==> src/design/lphash_pkg.sv <==
// Shared constants, codes and control types of the linear probe hash table.
`default_nettype none

package lphash_pkg;

    localparam int KEY_BITS      = 31;
    localparam int KEY_TDATA_W   = 32;
    localparam int POS_W         = 10;
    localparam int POS_TDATA_W   = 16;
    localparam int STAT_W        = 2;
    localparam int CFG_W         = 11;
    localparam int DEPTH_DEFAULT = 1024;

    localparam logic [CFG_W-1:0] CFG_RESET = 11'd1024;

    localparam logic FUNC_INSERT = 1'b0;
    localparam logic FUNC_SEARCH = 1'b1;

    localparam logic [STAT_W-1:0] STAT_OK     = 2'd0;
    localparam logic [STAT_W-1:0] STAT_MISS   = 2'd1;
    localparam logic [STAT_W-1:0] STAT_FULL   = 2'd2;
    localparam logic [STAT_W-1:0] STAT_BADKEY = 2'd3;

    typedef enum logic [2:0] {
        ST_CLEAR,
        ST_IDLE,
        ST_DIV,
        ST_READ,
        ST_EVAL,
        ST_DONE
    } state_t;

    typedef struct packed {
        logic clear;
        logic accept;
        logic mem_rd;
        logic eval;
        logic out_load;
    } cmd_t;

    typedef struct packed {
        logic clr_last;
        logic key_zero;
        logic div_done;
        logic eval_done;
        logic out_free;
    } sts_t;

endpackage

`default_nettype wire

==> src/design/lphash_ctrl.sv <==
// Controller: sequences clear pass, remainder, probe loop and result hand-off.
`default_nettype none

module lphash_ctrl import lphash_pkg::*; (
    input  wire logic aclk,
    input  wire logic aresetn,
    input  wire logic s_tvalid,
    output logic      s_tready,
    input  wire sts_t sts,
    output cmd_t      cmd
);

    state_t state_reg;
    state_t state_next;

    always_comb begin
        state_next = state_reg;
        case (state_reg)
            ST_CLEAR: begin
                if (sts.clr_last) begin
                    state_next = ST_IDLE;
                end
            end
            ST_IDLE: begin
                if (s_tvalid) begin
                    state_next = sts.key_zero ? ST_DONE : ST_DIV;
                end
            end
            ST_DIV: begin
                if (sts.div_done) begin
                    state_next = ST_READ;
                end
            end
            ST_READ: begin
                state_next = ST_EVAL;
            end
            ST_EVAL: begin
                state_next = sts.eval_done ? ST_DONE : ST_READ;
            end
            ST_DONE: begin
                if (sts.out_free) begin
                    state_next = ST_IDLE;
                end
            end
            default: begin
                state_next = ST_CLEAR;
            end
        endcase
    end

    always_comb begin
        cmd.clear    = (state_reg == ST_CLEAR);
        cmd.accept   = (state_reg == ST_IDLE) && s_tvalid;
        cmd.mem_rd   = (state_reg == ST_READ);
        cmd.eval     = (state_reg == ST_EVAL);
        cmd.out_load = (state_reg == ST_DONE) && sts.out_free;
        s_tready     = (state_reg == ST_IDLE);
    end

    always_ff @(posedge aclk) begin
        if (!aresetn) begin
            state_reg <= ST_CLEAR;
        end else begin
            state_reg <= state_next;
        end
    end

endmodule

`default_nettype wire

==> config.mk <==
export PLATFORM = sky130hd
export DESIGN_NAME = lphash_ctrl
export DESIGN_NICKNAME = d
export VERILOG_FILES = /design/src/design/lphash_pkg.sv /design/src/design/lphash_ctrl.sv
export SDC_FILE = /design/constraint.sdc
export NUM_CORES = 1
export LEC_CHECK = 0
export BUFFER_PORTS_ARGS = -buffer_cell sky130_fd_sc_hd__clkbuf_2
export CELL_PAD_IN_SITES_DETAIL_PLACEMENT = 0
export CELL_PAD_IN_SITES_GLOBAL_PLACEMENT = 1
export CORE_AREA = 2 2 39 41
export CTS_CLUSTER_SIZE = 10
export DETAILED_ROUTE_END_ITERATION = 16
export DIE_AREA = 0 0 41 43
export PLACE_DENSITY_LB_ADDON = 0.12
export SYNTH_ARGS = -nofsm -noshare
export SYNTH_HDL_FRONTEND = slang
export SYNTH_SLANG_ARGS = --single-unit
==> constraint.sdc <==
create_clock -name aclk -period 1.3 [get_ports aclk]
set_input_delay 0.195 -clock aclk [delete_from_list [all_inputs] [get_ports aclk]]
set_output_delay 0.195 -clock aclk [all_outputs]
set_load 0.01 [all_outputs]
* Word-level counts from Yosys, hierarchy flattened *
Index checks and enable logic that the tools add are counted.

storage, ports and cells
  register bits after elaboration = 3
  input bits = 8
  output and inout port bits = 6
  logic and storage cells = 21

cells by class
  eq/ne operators = 9
  mux-type cells = 7
  reduce and logical (&&, ||, !) cells = 4

operators with widths
  cell                  count
  $mux W3               6
  $pmux W3 S6           1
  $ne A2 B2 Y1 const B  4
  $eq A3 B2 Y1 const B  2
  $eq A3 B3 Y1 const B  2
  $reduce_and A4 Y1     1
  $eq A3 B1 Y1 const B  1
  $logic_not A3 Y1      1
  $logic_and A1 B1 Y1   2

* Depth between registers and ports, before layout *
  depth in word-level cells = 3
  gate-level depth with buffers = 5

* Least setup slack after synthesis *
OpenSTA, ideal clock, no wires.

  kind = reg2out
  start point = reg state_reg[2]
  end point = out cmd[3] (netlist bit)
  arrival = 0.949 ns
  required time = 1.105 ns
  setup slack = 0.156 ns
  stages on the path, launching flop included = 5
  buffers on the path = 1
  cell sequence = dfxtp_1 > buf_6 > nand2b_4 > nor2_1 > and2_1

RTL lines
  item                    RTL line           text
  start, declared         lphash_ctrl.sv:13  state_t state_reg;
  start signal, assigned  lphash_ctrl.sv:64  state_reg <= state_next;
  end, declared           lphash_ctrl.sv:10  output cmd_t cmd

==> flow_summary_export.csv <==
group,metric,value,unit
run_status,status,"finished, final reports clean",
floorplan,boundaryPins,14,
power,power_density,1100,nW/um^2
floorplan,die_area,1760,sq um
critical_path,r2r_cells,4,
power,p_leak,0.201,nW
critical_path,cp.arrival,1.07,ns
clocking,worstSkewPairLatency,0.24,ns
route,dr.first_iter.drc_count,8,
timing,tightest_slew,0.248,ns
flow_run,maxCapViolCount,0,
timing,worst_slack,0.0314,ns
critical_path,crit_path_end_kind,"primary output",
clocking,clkTransAtPathRegs,0.04,ns
yosys,yosysTopAreaCell,"dfxtp_1",
critical_path,crit_type,"flip-flop to primary output",
critical_path,timing.rr.end,"state_reg[1]",
clocking,cts_hold_buffers,0,
place,dp_hpwl,626,microns
timing,tns,0,ns
clocking,numCtsBuffers,3,
timing,skew,0.00645,ns
critical_path,r2r_slack,0.16,ns
route,viasPerCell,4.72,
yosys,synth.cell_area,299,sq um
global_route,grt_pass1_wl,1.37,mm
floorplan,rows,14,
hold_path,worstHoldPathCells,3,
floorplan,die-height,43,microns
timing,hold_slack,0.247,ns
yosys,synthTopCellsByArea,"dfxtp_1, nor2_1, buf_6",
place,gp_congestion,0.654,
floorplan,initial_utilization,0.216,
global_route,antenna_found_initial,0,
layout,design_area,462,sq um
route,vias,359,
critical_path,cp_cell_sequence,"nand2b_4 > nor2_4 > and2_4 > buf_6",
floorplan,coreArea,1380,sq um
global_route,grtUsageTotal,0.116,
global_route,grt-ovfl-total,0,
hold_path,holdPathEnd,"state_reg[1]",
place,placed_area,379,sq um
clocking,cts_root_buf,"clkbuf_4",
yosys,ys_ff_latch,3,
critical_path,worst_path_max_delay_cell,"dfxtp_4",
route,routed_wl,904,microns
place,dp_worst_setup_slack,0.0946,ns
yosys,yosys.area.top_type_share,0.201,
place,io_buffers,13,
layout,post-route-util,0.334,
global_route,grt_max_degree,15,
clocking,cts_tree,"done",
global_route,grt_pass1_vias,346,
timing,rsz0062_at_grt,"no",
timing,fin_crit_sh,0.976,
critical_path,path_delay_family,"simple AND/OR/NAND/NOR gates",
timing,finalCriticalPeriod,1.27,ns
route,ant_nets,0,
timing,fmax,788,MHz
critical_path,required,1.11,ns
power,finalPower,509,uW
critical_path,worst-path-max-fanout,7,
timing,maxSlewHeadroom,0.834,
floorplan,die_width,41,microns
timing,report.final.slew_viol_count,0,
route,firstDrtPassIters,2,
hold_path,hp-start,"aresetn",
yosys,yosys_warnings,0,
layout,antenna_cells,0,
yosys,synth-seq-area-share,0.201,
timing,setup_viol,0,
critical_path,cp_slowest_stage_delay,0.36,ns
yosys,syn_avg_cell_area,7.12,sq um
hold_path,min_path_type,"primary input to flip-flop",
layout,nNetsFinal,69,
power,ir_drop,0.000271,V
layout,largest_reg_flops,3,
yosys,synth_cells,42,
layout,layout-drive-gt1-share,0.517,
layout,fin_cells,76,
route,wl_per_cell,11.9,microns
yosys,synth_cell_types,23,
yosys,syn_nets,50,
place,place_inst,71,
route,drc_errors,0,
critical_path,critPathBufInv,1,
clocking,htree_num_levels,1,
layout,areaGrowthSynthToFinish,54.4,%
timing,hold_violations,0,
critical_path,critPathLaunchType,"flip-flop",
clocking,clk_path_buf_depth,2,
clocking,clkSinkCount,3,
critical_path,rr_startpoint,"state_reg[2]",
-- power breakdown --
part	internal (mW)	leakage (nW)	switching (mW)
logic	0.110	0.159	0.0890
registers	0.105	0.0267	0.0310
clock network	0.116	0.0150	0.0588
-- tightest hold or removal path, delay by kind of cell --
family                 cells  cell delay [ns]
buffers and inverters      1             0.12
AOI/OAI and AO/OA          1             0.06
and+or+nand+nor            1             0.07
-- cells by family after synthesis --
family	count (synthesis)	synth area share
buffers and inverters	5	0.117
AOI/OAI and AO/OA	11	0.226
DFF	3	0.201
and+or+nand+nor	23	0.456
-- repair_timing --
action	4_1_cts	5_1_grt
endpoints found under the setup margin	5	4
buffers inserted	0	1
pin swaps	0	1
gates resized for setup	4	13
cloned	0	0
-- how the worst max path moves through the flow --
stage	startpoint	slack [ns]	depth (start not counted)	end
6_report	state_reg[2]	0.03	4	cmd[3]
4_1_cts	state_reg[0]	-0.008	3	cmd[1]
2_1_floorplan	state_reg[2]	0.16	4	cmd[3]
5_1_grt	state_reg[2]	0.005	4	cmd[3]
3_3_place_gp	state_reg[2]	0.08	4	state_reg[0]
3_5_place_dp	state_reg[1]	0.09	4	state_reg[0]
-- placed cells by master (no fill, tap or decap), drive strengths merged --
cell type	netlist	routed
nand2b	3	3
nand2	1	1
nor3b	2	2
o32a	1	1
nor2b	1	1
a22oi	1	1
a31oi	1	1
nor4b	1	1
nor3	3	3
nor2	8	8
buf	3	7
o21ai	3	3
clkbuf	0	14
dfxtp	3	3
inv	2	2
a21oi	3	3
o22ai	1	1
nand3	1	1
and2b	1	1
a21boi	1	1
and2	2	2
-- layout make-up --
cell class	instances	area, sq um
well taps	16	20.0
multi-input cells	34	231
fillers	157	922
flip-flops and latches	3	71.3
clock buffers	4	26.3
repair buffers	17	105
inverters	2	7.51
-- Yosys cell counts --
| master | n |
|---|---|
| nand2b_1 | 2 |
| o32a_1 | 1 |
| nor2_1 | 8 |
| and2_1 | 2 |
| a22oi_1 | 1 |
| o22ai_1 | 1 |
| nand3_1 | 1 |
| nand2_1 | 1 |
| inv_2 | 1 |
| nor4b_2 | 1 |
| buf_2 | 1 |
| and2b_1 | 1 |
| a21boi_1 | 1 |
| nor3_1 | 3 |
| o21ai_1 | 3 |
| nor3b_1 | 2 |
| dfxtp_1 | 3 |
| buf_6 | 2 |
| inv_1 | 1 |
| a21oi_1 | 3 |
| nand2b_4 | 1 |
| a31oi_1 | 1 |
| nor2b_1 | 1 |
-- per-layer routing --
| layer | up-vias | share of wire | global-route usage |
|---|---|---|---|
| met2 | 12 | 0.49 | 0.166 |
| met4 | 0 | 0.017 | 0.100 |
| met3 | 2 | 0.050 | 0 |
| met1 | 165 | 0.44 | 0.153 |
| met5 | - | 0 | 0 |
| li1 | 180 | - | - |
No activity file was read; power rests on OpenSTA's default activity.
